`src/rtl/i2cem_pkg.sv`:
```
// Shared types and constants for the I2C EEPROM master sequencer.
// Used by the front decoder, the command queue, the bus sequencer and the top level.
// No dependencies.
package i2cem_pkg;

  localparam int BufDepth = 8;
  localparam int IdxW     = 3;
  localparam int CntW     = 4;
  localparam int ByteW    = 8;
  localparam int TickW    = 8;

  // Item kinds as carried on the input tuser field.
  typedef enum logic [1:0] {
    OP_TICK  = 2'd0,
    OP_LOAD  = 2'd1,
    OP_WRITE = 2'd2,
    OP_READ  = 2'd3
  } op_t;

  // One classified item waiting in the queue between front and back.
  typedef struct packed {
    op_t               op;
    logic              load_ok;
    logic [ByteW-1:0]  dev;
    logic [ByteW-1:0]  sub;
    logic [CntW-1:0]   cnt;
    logic [IdxW-1:0]   idx;
    logic [ByteW-1:0]  data;
    logic              sda;
  } q_entry_t;

  // One result; the last member sits in bit 0 once packed.
  typedef struct packed {
    logic [IdxW-1:0]   read_index;
    logic [ByteW-1:0]  read_data;
    logic              read_valid;
    logic              status;
    logic              done_res;
    logic              busy_res;
    logic              sda_out;
    logic              scl;
  } result_t;

endpackage

```
`src/rtl/i2c_eeprom_master_sequencer.sv`:
```
// Top level of the I2C EEPROM master sequencer: configuration register,
// front decoder, command queue and bus sequencer. Depends on i2cem_pkg,
// i2cem_front, i2cem_fifo and i2cem_back.
//
//   Channel  Direction  Handshake            Payload
//   in_      slave      in_tvalid/in_tready  tuser action, tdata item fields
//   out_     master     out_tvalid/tready    tdata one result per input beat
//   cfg_     slave      cfg_valid/cfg_ready  cfg_data = phase_ticks
//
// Every input beat produces exactly one result beat, in order. A beat goes
// through the front decoder into the command queue in the cycle it is
// accepted; the sequencer takes one queued beat per cycle whenever its
// output register is empty or being drained, so the sustained rate is one
// beat per clock; a beat sits in the queue, then in the output register.
// Stalls on the result side back up into the queue, and in_tready drops
// only when the queue is full. Reset is synchronous and active low; it
// returns the bus to idle with both lines released and sets phase_ticks
// to 5. The configuration register is always ready and must only be
// written while the block is idle.
module i2c_eeprom_master_sequencer #(
  parameter int FIFO_DEPTH = 2
) (
  input  logic        clk,
  input  logic        rst_n,
  // tuser: action[1:0]
  input  logic [1:0]  in_tuser,
  // tdata: device_addr[7:0], sub_addr[15:8], byte_count[19:16],
  //        buffer_index[22:20], data_in[30:23], sda_in[31]
  input  logic [31:0] in_tdata,
  input  logic        in_tvalid,
  output logic        in_tready,
  // tdata: scl[0], sda_out[1], busy_res[2], done_res[3], status[4],
  //        read_valid[5], read_data[13:6], read_index[16:14], zero above
  output logic [23:0] out_tdata,
  output logic        out_tvalid,
  input  logic        out_tready,
  input  logic        cfg_valid,
  output logic        cfg_ready,
  input  logic [7:0]  cfg_data
);
  import i2cem_pkg::*;

  localparam logic [TickW-1:0] PhaseTicksReset = TickW'(5);

  logic [TickW-1:0] phase_ticks_r;
  logic             q_full;
  logic             q_push;
  q_entry_t         q_in;
  logic             q_pop;
  logic             q_valid;
  q_entry_t         q_head;
  result_t          result;

  // Phase divider setting, one write beat at a time.
  assign cfg_ready = 1'b1;

  always_ff @(posedge clk) begin
    if (!rst_n) begin
      phase_ticks_r <= PhaseTicksReset;
    end else if (cfg_valid) begin
      phase_ticks_r <= cfg_data;
    end
  end

  i2cem_front u_front (
    .in_tvalid (in_tvalid),
    .in_tready (in_tready),
    .in_tdata  (in_tdata),
    .in_tuser  (in_tuser),
    .q_full    (q_full),
    .q_push    (q_push),
    .q_entry   (q_in)
  );

  i2cem_fifo #(
    .DEPTH (FIFO_DEPTH)
  ) u_fifo (
    .clk        (clk),
    .rst_n      (rst_n),
    .push       (q_push),
    .push_entry (q_in),
    .full       (q_full),
    .pop        (q_pop),
    .head_valid (q_valid),
    .head_entry (q_head)
  );

  i2cem_back u_back (
    .clk         (clk),
    .rst_n       (rst_n),
    .phase_ticks (phase_ticks_r),
    .head_valid  (q_valid),
    .head_entry  (q_head),
    .pop         (q_pop),
    .out_tvalid  (out_tvalid),
    .out_tready  (out_tready),
    .out_result  (result)
  );

  // The packed result puts scl in bit 0; pad the upper seven bits with zeros.
  assign out_tdata = {(24 - $bits(result_t))'(0), result};

endmodule

```
`src/rtl/i2cem_front.sv`:
```
// Front end: unpacks an input beat and classifies it into a queue entry.
// Depends on i2cem_pkg.
module i2cem_front (
  input  logic                  in_tvalid,
  output logic                  in_tready,
  input  logic [31:0]           in_tdata,
  input  logic [1:0]            in_tuser,
  input  logic                  q_full,
  output logic                  q_push,
  output i2cem_pkg::q_entry_t   q_entry
);
  import i2cem_pkg::*;

  logic [CntW-1:0] raw_cnt;
  logic [CntW-1:0] min_cnt;
  op_t             op;

  assign op        = op_t'(in_tuser);
  assign raw_cnt   = in_tdata[19:16];
  assign in_tready = !q_full;
  assign q_push    = in_tvalid && !q_full;

  // A read of zero bytes reads one; any count saturates at the buffer depth.
  always_comb begin
    min_cnt = raw_cnt;
    if (op == OP_READ && raw_cnt == '0) begin
      min_cnt = CntW'(1);
    end
    if (min_cnt > CntW'(BufDepth)) begin
      min_cnt = CntW'(BufDepth);
    end
  end

  always_comb begin
    q_entry.op      = op;
    q_entry.load_ok = ({1'b0, in_tdata[22:20]} < (IdxW + 1)'(BufDepth));
    q_entry.dev     = in_tdata[7:0];
    q_entry.sub     = in_tdata[15:8];
    q_entry.cnt     = min_cnt;
    q_entry.idx     = in_tdata[22:20];
    q_entry.data    = in_tdata[30:23];
    q_entry.sda     = in_tdata[31];
  end

endmodule

```
`src/rtl/i2cem_fifo.sv`:
```
// Short command queue between the front decoder and the bus sequencer.
// Depends on i2cem_pkg for the entry type.
module i2cem_fifo #(
  parameter int DEPTH = 2
) (
  input  logic                  clk,
  input  logic                  rst_n,
  input  logic                  push,
  input  i2cem_pkg::q_entry_t   push_entry,
  output logic                  full,
  input  logic                  pop,
  output logic                  head_valid,
  output i2cem_pkg::q_entry_t   head_entry
);
  import i2cem_pkg::*;

  localparam int PtrW = (DEPTH > 1) ? $clog2(DEPTH) : 1;
  localparam int CntQ = $clog2(DEPTH + 1);

  q_entry_t        slot_r [DEPTH];
  logic [PtrW-1:0] wr_ptr_r, wr_ptr_nxt;
  logic [PtrW-1:0] rd_ptr_r, rd_ptr_nxt;
  logic [CntQ-1:0] fill_r, fill_nxt;

  assign full       = (fill_r == CntQ'(DEPTH));
  assign head_valid = (fill_r != '0);
  assign head_entry = slot_r[rd_ptr_r];

  always_comb begin
    wr_ptr_nxt = wr_ptr_r;
    rd_ptr_nxt = rd_ptr_r;
    fill_nxt   = fill_r;
    if (push) begin
      wr_ptr_nxt = (wr_ptr_r == PtrW'(DEPTH - 1)) ? '0 : wr_ptr_r + PtrW'(1);
    end
    if (pop) begin
      rd_ptr_nxt = (rd_ptr_r == PtrW'(DEPTH - 1)) ? '0 : rd_ptr_r + PtrW'(1);
    end
    if (push && !pop) begin
      fill_nxt = fill_r + CntQ'(1);
    end else if (pop && !push) begin
      fill_nxt = fill_r - CntQ'(1);
    end
  end

  always_ff @(posedge clk) begin
    if (!rst_n) begin
      wr_ptr_r <= '0;
      rd_ptr_r <= '0;
      fill_r   <= '0;
    end else begin
      wr_ptr_r <= wr_ptr_nxt;
      rd_ptr_r <= rd_ptr_nxt;
      fill_r   <= fill_nxt;
    end
  end

  always_ff @(posedge clk) begin
    if (push) begin
      slot_r[wr_ptr_r] <= push_entry;
    end
  end

endmodule

```
`src/rtl/i2cem_back.sv`:
```
// Back end: quarter-bit I2C bus sequencer, write buffer and output register.
// Depends on i2cem_pkg.
module i2cem_back (
  input  logic                          clk,
  input  logic                          rst_n,
  input  logic [i2cem_pkg::TickW-1:0]   phase_ticks,
  input  logic                          head_valid,
  input  i2cem_pkg::q_entry_t           head_entry,
  output logic                          pop,
  output logic                          out_tvalid,
  input  logic                          out_tready,
  output i2cem_pkg::result_t            out_result
);
  import i2cem_pkg::*;

  typedef enum logic [9:0] {
    ST_IDLE    = 10'b00_0000_0001,
    ST_START   = 10'b00_0000_0010,
    ST_TX_DEV  = 10'b00_0000_0100,
    ST_TX_SUB  = 10'b00_0000_1000,
    ST_RESTART = 10'b00_0001_0000,
    ST_TX_DEVR = 10'b00_0010_0000,
    ST_TX_DATA = 10'b00_0100_0000,
    ST_RX_DATA = 10'b00_1000_0000,
    ST_RX_ACK  = 10'b01_0000_0000,
    ST_STOP    = 10'b10_0000_0000
  } state_t;

  state_t           state_r, state_nxt;
  logic [TickW-1:0] phase_r, phase_nxt;
  logic [1:0]       quarter_r, quarter_nxt;
  logic [3:0]       bit_r, bit_nxt;
  logic [ByteW-1:0] shift_r, shift_nxt;
  logic [CntW-1:0]  pos_r, pos_nxt;
  logic             rmode_r, rmode_nxt;
  logic [ByteW-1:0] dev_r, dev_nxt;
  logic [ByteW-1:0] sub_r, sub_nxt;
  logic [CntW-1:0]  count_r, count_nxt;
  logic             ack_r, ack_nxt;
  logic [ByteW-1:0] buf_r [BufDepth];
  logic             out_valid_r;
  result_t          out_r, res;

  logic [TickW-1:0] pt;
  logic [TickW:0]   phase_inc;
  logic             expire;
  logic             is_tx;
  logic             tx_nxt;
  logic             q_high;
  logic [CntW-1:0]  pos_inc;
  logic [IdxW-1:0]  buf_addr;
  logic [ByteW-1:0] buf_word;

  assign pop        = head_valid && (!out_valid_r || out_tready);
  assign out_tvalid = out_valid_r;
  assign out_result = out_r;

  assign pt        = (phase_ticks == '0) ? TickW'(1) : phase_ticks;
  assign phase_inc = {1'b0, phase_r} + (TickW + 1)'(1);
  assign expire    = (phase_inc >= {1'b0, pt});
  assign is_tx     = (state_r == ST_TX_DEV) || (state_r == ST_TX_SUB) ||
                     (state_r == ST_TX_DEVR) || (state_r == ST_TX_DATA);
  assign pos_inc   = pos_r + CntW'(1);

  // The only buffer read: slot zero on entry to data, otherwise the next slot.
  assign buf_addr = (state_r == ST_TX_SUB) ? '0 : pos_inc[IdxW-1:0];
  assign buf_word = buf_r[buf_addr];

  always_comb begin
    state_nxt   = state_r;
    phase_nxt   = phase_r;
    quarter_nxt = quarter_r;
    bit_nxt     = bit_r;
    shift_nxt   = shift_r;
    pos_nxt     = pos_r;
    rmode_nxt   = rmode_r;
    dev_nxt     = dev_r;
    sub_nxt     = sub_r;
    count_nxt   = count_r;
    ack_nxt     = ack_r;
    res         = '0;

    case (head_entry.op)
      OP_LOAD: begin
      end
      OP_WRITE, OP_READ: begin
        if (state_r == ST_IDLE) begin
          rmode_nxt   = (head_entry.op == OP_READ);
          dev_nxt     = head_entry.dev;
          sub_nxt     = head_entry.sub;
          count_nxt   = head_entry.cnt;
          ack_nxt     = 1'b0;
          pos_nxt     = '0;
          bit_nxt     = '0;
          shift_nxt   = '0;
          phase_nxt   = '0;
          quarter_nxt = '0;
          state_nxt   = ST_START;
        end
      end
      default: begin
        if (state_r != ST_IDLE) begin
          phase_nxt = phase_inc[TickW-1:0];
          if (expire) begin
            phase_nxt = '0;
            if (quarter_r == 2'd2) begin
              if (is_tx && bit_r >= 4'd8) begin
                ack_nxt = !head_entry.sda;
              end else if (state_r == ST_RX_DATA) begin
                shift_nxt = {shift_r[ByteW-2:0], head_entry.sda};
                if (bit_r == 4'd7) begin
                  res.read_valid = 1'b1;
                  res.read_data  = {shift_r[ByteW-2:0], head_entry.sda};
                  res.read_index = pos_r[IdxW-1:0];
                end
              end
            end
            if (quarter_r == 2'd3) begin
              quarter_nxt = '0;
              // End of a bit: step to the next part of the transaction.
              unique case (state_r)
                ST_START: begin
                  state_nxt = ST_TX_DEV;
                  shift_nxt = dev_r;
                  bit_nxt   = '0;
                end
                ST_RESTART: begin
                  state_nxt = ST_TX_DEVR;
                  shift_nxt = dev_r + ByteW'(1);
                  bit_nxt   = '0;
                end
                ST_TX_DEV, ST_TX_SUB, ST_TX_DEVR, ST_TX_DATA: begin
                  if (bit_r < 4'd8) begin
                    shift_nxt = {shift_r[ByteW-2:0], 1'b0};
                    bit_nxt   = bit_r + 4'd1;
                  end else if (!ack_r) begin
                    state_nxt = ST_STOP;
                  end else if (state_r == ST_TX_DEV) begin
                    state_nxt = ST_TX_SUB;
                    shift_nxt = sub_r;
                    bit_nxt   = '0;
                  end else if (state_r == ST_TX_SUB) begin
                    if (rmode_r) begin
                      state_nxt = ST_RESTART;
                    end else if (count_r == '0) begin
                      state_nxt = ST_STOP;
                    end else begin
                      pos_nxt   = '0;
                      state_nxt = ST_TX_DATA;
                      shift_nxt = buf_word;
                      bit_nxt   = '0;
                    end
                  end else if (state_r == ST_TX_DEVR) begin
                    pos_nxt   = '0;
                    state_nxt = ST_RX_DATA;
                    bit_nxt   = '0;
                    shift_nxt = '0;
                  end else begin
                    pos_nxt = pos_inc;
                    if (pos_inc >= count_r) begin
                      state_nxt = ST_STOP;
                    end else begin
                      shift_nxt = buf_word;
                      bit_nxt   = '0;
                    end
                  end
                end
                ST_RX_DATA: begin
                  bit_nxt = bit_r + 4'd1;
                  if (bit_r + 4'd1 >= 4'd8) begin
                    state_nxt = ST_RX_ACK;
                  end
                end
                ST_RX_ACK: begin
                  pos_nxt = pos_inc;
                  if (pos_inc >= count_r) begin
                    state_nxt = ST_STOP;
                  end else begin
                    state_nxt = ST_RX_DATA;
                    bit_nxt   = '0;
                    shift_nxt = '0;
                  end
                end
                ST_STOP: begin
                  state_nxt    = ST_IDLE;
                  res.done_res = 1'b1;
                  res.status   = !ack_r;
                end
                default: begin
                end
              endcase
            end else begin
              quarter_nxt = quarter_r + 2'd1;
            end
          end
        end
      end
    endcase

    // Line levels for the state reached after this item.
    q_high = (quarter_nxt == 2'd1) || (quarter_nxt == 2'd2);
    tx_nxt = (state_nxt == ST_TX_DEV) || (state_nxt == ST_TX_SUB) ||
             (state_nxt == ST_TX_DEVR) || (state_nxt == ST_TX_DATA);
    res.busy_res = (state_nxt != ST_IDLE);
    if (state_nxt == ST_START || state_nxt == ST_RESTART) begin
      res.scl     = q_high;
      res.sda_out = (quarter_nxt < 2'd2);
    end else if (tx_nxt) begin
      res.scl     = q_high;
      res.sda_out = (bit_nxt < 4'd8) ? shift_nxt[ByteW-1] : 1'b1;
    end else if (state_nxt == ST_RX_DATA) begin
      res.scl     = q_high;
      res.sda_out = 1'b1;
    end else if (state_nxt == ST_RX_ACK) begin
      res.scl     = q_high;
      res.sda_out = !({1'b0, pos_nxt} + (CntW + 1)'(1) < {1'b0, count_nxt});
    end else if (state_nxt == ST_STOP) begin
      res.scl     = (quarter_nxt != 2'd0);
      res.sda_out = (quarter_nxt >= 2'd2);
    end else begin
      res.scl     = 1'b1;
      res.sda_out = 1'b1;
    end
  end

  always_ff @(posedge clk) begin
    if (!rst_n) begin
      state_r     <= ST_IDLE;
      phase_r     <= '0;
      quarter_r   <= '0;
      bit_r       <= '0;
      shift_r     <= '0;
      pos_r       <= '0;
      rmode_r     <= 1'b0;
      dev_r       <= '0;
      sub_r       <= '0;
      count_r     <= '0;
      ack_r       <= 1'b0;
      out_valid_r <= 1'b0;
    end else begin
      if (pop) begin
        state_r   <= state_nxt;
        phase_r   <= phase_nxt;
        quarter_r <= quarter_nxt;
        bit_r     <= bit_nxt;
        shift_r   <= shift_nxt;
        pos_r     <= pos_nxt;
        rmode_r   <= rmode_nxt;
        dev_r     <= dev_nxt;
        sub_r     <= sub_nxt;
        count_r   <= count_nxt;
        ack_r     <= ack_nxt;
      end
      if (pop) begin
        out_valid_r <= 1'b1;
      end else if (out_tready) begin
        out_valid_r <= 1'b0;
      end
    end
  end

  always_ff @(posedge clk) begin
    if (pop) begin
      out_r <= res;
    end
    if (pop && head_entry.op == OP_LOAD && head_entry.load_ok) begin
      buf_r[head_entry.idx] <= head_entry.data;
    end
  end

  a_state_onehot : assert property (@(posedge clk) disable iff (!rst_n)
    $onehot(state_r))
    else $error("sequencer state is not one-hot");

  a_bit_range : assert property (@(posedge clk) disable iff (!rst_n)
    bit_r <= 4'd8)
    else $error("bit counter ran past the acknowledge bit");

  a_pos_range : assert property (@(posedge clk) disable iff (!rst_n)
    pos_r <= count_r)
    else $error("byte position ran past the transfer count");

  a_rx_only : assert property (@(posedge clk) disable iff (!rst_n)
    pop && res.read_valid |-> state_r == ST_RX_DATA && quarter_r == 2'd2)
    else $error("received byte reported outside a read data bit");

  a_done_idle : assert property (@(posedge clk) disable iff (!rst_n)
    pop && res.done_res |=> state_r == ST_IDLE && out_valid_r && out_r.done_res)
    else $error("completion not followed by idle state");

endmodule

```
`config.mk`:
```
export PLATFORM = sky130hd
export DESIGN_NAME = i2c_eeprom_master_sequencer
export DESIGN_NICKNAME = d
export VERILOG_FILES = /design/src/rtl/i2cem_pkg.sv /design/src/rtl/i2c_eeprom_master_sequencer.sv /design/src/rtl/i2cem_front.sv /design/src/rtl/i2cem_fifo.sv /design/src/rtl/i2cem_back.sv
export SDC_FILE = /design/constraint.sdc
export NUM_CORES = 1
export LEC_CHECK = 0
export ABC_AREA = 1
export BUFFER_PORTS_ARGS = -buffer_cell sky130_fd_sc_hd__buf_2
export CORE_MARGIN = 2
export CORE_UTILIZATION = 25
export CTS_BUF_LIST = sky130_fd_sc_hd__clkbuf_4
export CTS_CLUSTER_SIZE = 14
export DETAILED_ROUTE_END_ITERATION = 16
export PLACE_DENSITY = 0.47
export SKIP_CTS_REPAIR_TIMING = 1
export SLEW_MARGIN = 15
export SYNTH_ARGS = -nofsm -noshare
export SYNTH_HDL_FRONTEND = slang
export SYNTH_SLANG_ARGS = --single-unit
```
`constraint.sdc`:
```
create_clock -name clk -period 4.8 [get_ports clk]
set_input_delay 0.48 -clock clk [delete_from_list [all_inputs] [get_ports clk]]
set_output_delay 0.48 -clock clk [all_outputs]
set_load 0.005 [all_outputs]
```
==> flow_summary.toml <==
[yosys]
synthCells = 1369
yosysTopAreaCell = "edfxtp_1"
ys_ff_latch = 221
async_reset_ff_frac = 0
synth_edf_count = 149
synth_top_area_share = 0.384
ys_types = 61
synthAdderAreaFrac = 0.0333
ys_seq_area_frac = 0.507
synth_area_mm2 = 0.0117
synth_top_family_by_area = "simple AND/OR/NAND/NOR gates"
synthSimpleGateAreaFrac = 0.231
synth_compound_area_frac = 0.135
ys_top_cells_by_area = "edfxtp_1 (38%), dfxtp_1 (12%), nand2_1 (9.4%)"
synthMuxAreaShare = 0.00343
ys.flop_type = "edfxtp_1"
synth_xor_area_frac = 0.0120
syn_area_per_cell_um2 = 8.52
ys_warn_count = 0

[critical_path]
crit_path_max_fanout = 6
crit_required_ns = 5.29
critPathLaunch = "u_back.phase_r[0]$_SDFFE_PN0P_"
slowest_delay_ns = 0.39
crit_path_frequent_cell = "nand2_1"
worst_setup_path_end_kind = "flip-flop"
arrival_ns = 4.70
r2r_start = "u_back.phase_r[0]$_SDFFE_PN0P_"
crit_path_end = "u_back.out_result[1]$_DFFE_PP_"
criticalPathCategory = "reg -> reg"
crit_slowest_cell = "dfxtp_1"
reg2reg_slack_ns = 0.59
r2r-end = "u_back.out_result[1]$_DFFE_PP_"
startpoint_type = "flip-flop"
worstRegToRegCells = 32

[timing]
finalCritPeriodShare = 0.877
slew_viol_final = 0
maxSlewHeadroom = 0.278
fin_crit_ns = 4.21
finalSetupViolCount = 0
max_freq_mhz = 238
rsz0062_at_grt = "no"
tns_ns = 0
final_hold_viol_count = 0
worstMarginPinSlew_ns = 1.08
skew_ns = 0.0576

[placement]
dpl.hpwl_mm = 24.3
port_buffers = 65
gp_congestion = 0.893
placed_area_mm2 = 0.0127

[power]
pwr-share-comb = 0.478
p_int_mw = 4.56
power_density_mw_per_mm2 = 610
ir_drop_v = 0.000206
swShare = 0.460
pwr-share-seq = 0.326
p_leak_nw = 5.63
switching_power_mw = 3.88
p_clk_frac = 0.196

[clock_tree]
cts-root-buf = "clkbuf_4"
numCtsBuffers = 60
clock_sinks = 221
cts_tree = "yes"
htreeDepth = 2
cts.reportedPaths.clkPinSlew_ns = 0.06
clkLatencyLatePin_ns = 0.75
clockBufferDepth = 3

[die]
dieArea_mm2 = 0.0484
start_util = 0.252
die_h_um = 220
rows = 79
die_w_um = 220
ios = 74
core_mm2 = 0.0463

[run_status]
status = "finished clean"

[drt]
vias = 9925
routed_wl_mm = 33.9
post_drt_wl_per_cell_um = 15.6
vias_per_cell = 4.58
drt_iter0_drc = 833
drc_errors = 0
postRouteAntennaNets = 0
dr.pass1.iters = 5

[hold_path]
hold_path.class = "in -> reg"
hp-start = "cfg_data[7]"

[flow_run]
drv_cap = 0

[finish]
drive_above_1_share = 0.164
syn_to_final_growth_pct = 18.7
final_nets = 1585
postLayoutCellArea_mm2 = 0.0138

[grt]
grt_pass1_wl_mm = 52.1
antenna_found_initial = 1
grt_max_degree = 36
track_usage = 0.139
grt_pass1_vias = 9238
grt-ovfl-total = 0
-- cells in the mapped netlist (12+ instances only) --
master and count:
o21ai_0 96, nor2_1 127, clkbuf_1 32, inv_1 151, dfxtp_1 72, ha_1 31
nor3_1 17, a21oi_1 94, inv_2 17, edfxtp_1 149, nand4_1 14, nand3_1 89
o22ai_1 13, a211oi_1 14, nand2_1 293, xor2_1 12
-- layout by cell type, fill, tap and decap left out, types with 36 or more instances in the layout --
cell type	Yosys	final
a21oi_1	94	93
buf_2	9	65
clkbuf_4	0	85
dfxtp_1	72	72
dlygate4sd3_1	0	36
edfxtp_1	149	149
inv_1	151	151
nand2_1	293	293
nand3_1	89	89
nor2_1	127	125
o21ai_0	96	96
-- worst max-delay path: cells and delay by family (launching register included) --
family / cells / cell delay, ns
AND/OR/NAND/NOR: 19 / 1.67
flip-flops: 1 / 0.39
buffers and inverters: 6 / 0.35
AO/OA/AOI/OAI: 1 / 0.25
XOR/XNOR: 2 / 0.31
adder cells (fa/ha/maj): 4 / 1.03
-- metrics by stage --
| stage | utilization | hold WS [ns] | setup WS, ns | std cells | power [mW] |
|---|---|---|---|---|---|
| floorplan | - | 0.426 | 0.966 | 1375 | 5.54 |
| global placement | 0.275 | 0.436 | 0.729 | 2016 | 6.80 |
| global route | 0.299 | 0.0249 | 0.0784 | 2166 | 9.14 |
| CTS | 0.291 | -0.156 | 0.600 | 2129 | 8.51 |
| detailed placement | 0.275 | 0.443 | 0.626 | 2016 | 6.80 |
| finish | 0.299 | 0.0252 | 0.592 | 2166 | 8.44 |
-- power by group through the flow --
stage	combinational, mW	sequential [mW]	clock [mW]
2_1_floorplan	2.82	2.72	0
3_3_place_gp	4.01	2.79	0
3_5_place_dp	4.01	2.80	0
4_1_cts	4.03	2.76	1.72
5_1_grt	4.52	2.80	1.82
6_report	4.04	2.76	1.65
-- layout make-up --
type | count | area (µm²)
Antenna cell | 1 | 2.50
Clock buffer | 85 | 638
Clock inverter | 28 | 123
Fill cell | 4958 | 32400
Inverter | 172 | 648
Multi-Input combinational cell | 927 | 4890
Sequential cell | 221 | 5920
Tap cell | 607 | 759
Timing Repair Buffer | 125 | 866
-- logic make-up after synthesis --
logic type | after synthesis
buf+inv | 227
fa+ha+maj | 31
compound gates | 273
flops | 221
other cells | 2
mux | 4
simple gates | 595
xor+xnor | 16
-- per-layer routing --
| layer | global-route usage | share of wire | vias to the layer above |
|---|---|---|---|
| li1 | - | - | 4914 |
| met1 | 0.194 | 0.48 | 4635 |
| met2 | 0.216 | 0.45 | 318 |
| met3 | 0.0215 | 0.051 | 58 |
| met4 | 0.0483 | 0.023 | 0 |
| met5 | 0 | 0 | - |
-- how the worst min path moves through the flow --
stage,to,cells past startpoint
after global routing,phase_ticks_r[5]$_SDFFE_PN0P_,3
after detailed placement,u_back.sub_r[1]$_SDFFE_PN0P_,2
after floorplan,flip-flop,1
final,phase_ticks_r[7]$_SDFFE_PN0P_,3
after global placement,u_back.sub_r[5]$_SDFFE_PN0P_,2
after CTS,u_fifo.slot_r[0][29]$_DFFE_PP_,1
-- flip-flops by register name, summed over array words and instances, names as in the netlist, named ones only --
signal / count
u_back.bit_r: 4
u_back.ack_r: 1
u_back.phase_r: 8
u_back.sub_r: 8
u_back.buf_r: 64
u_fifo.slot_r: 68
u_back.count_r: 4
u_fifo.fill_r: 2
u_back.quarter_r: 2
u_fifo.rd_ptr_r: 1
u_back.shift_r: 8
u_back.state_r: 10
u_back.pos_r: 4
u_back.dev_r: 8
u_back.out_result: 17
u_back.rmode_r: 1
u_back.out_tvalid: 1
u_fifo.wr_ptr_r: 1
phase_ticks_r: 8
(Power assumes the default switching activity.)
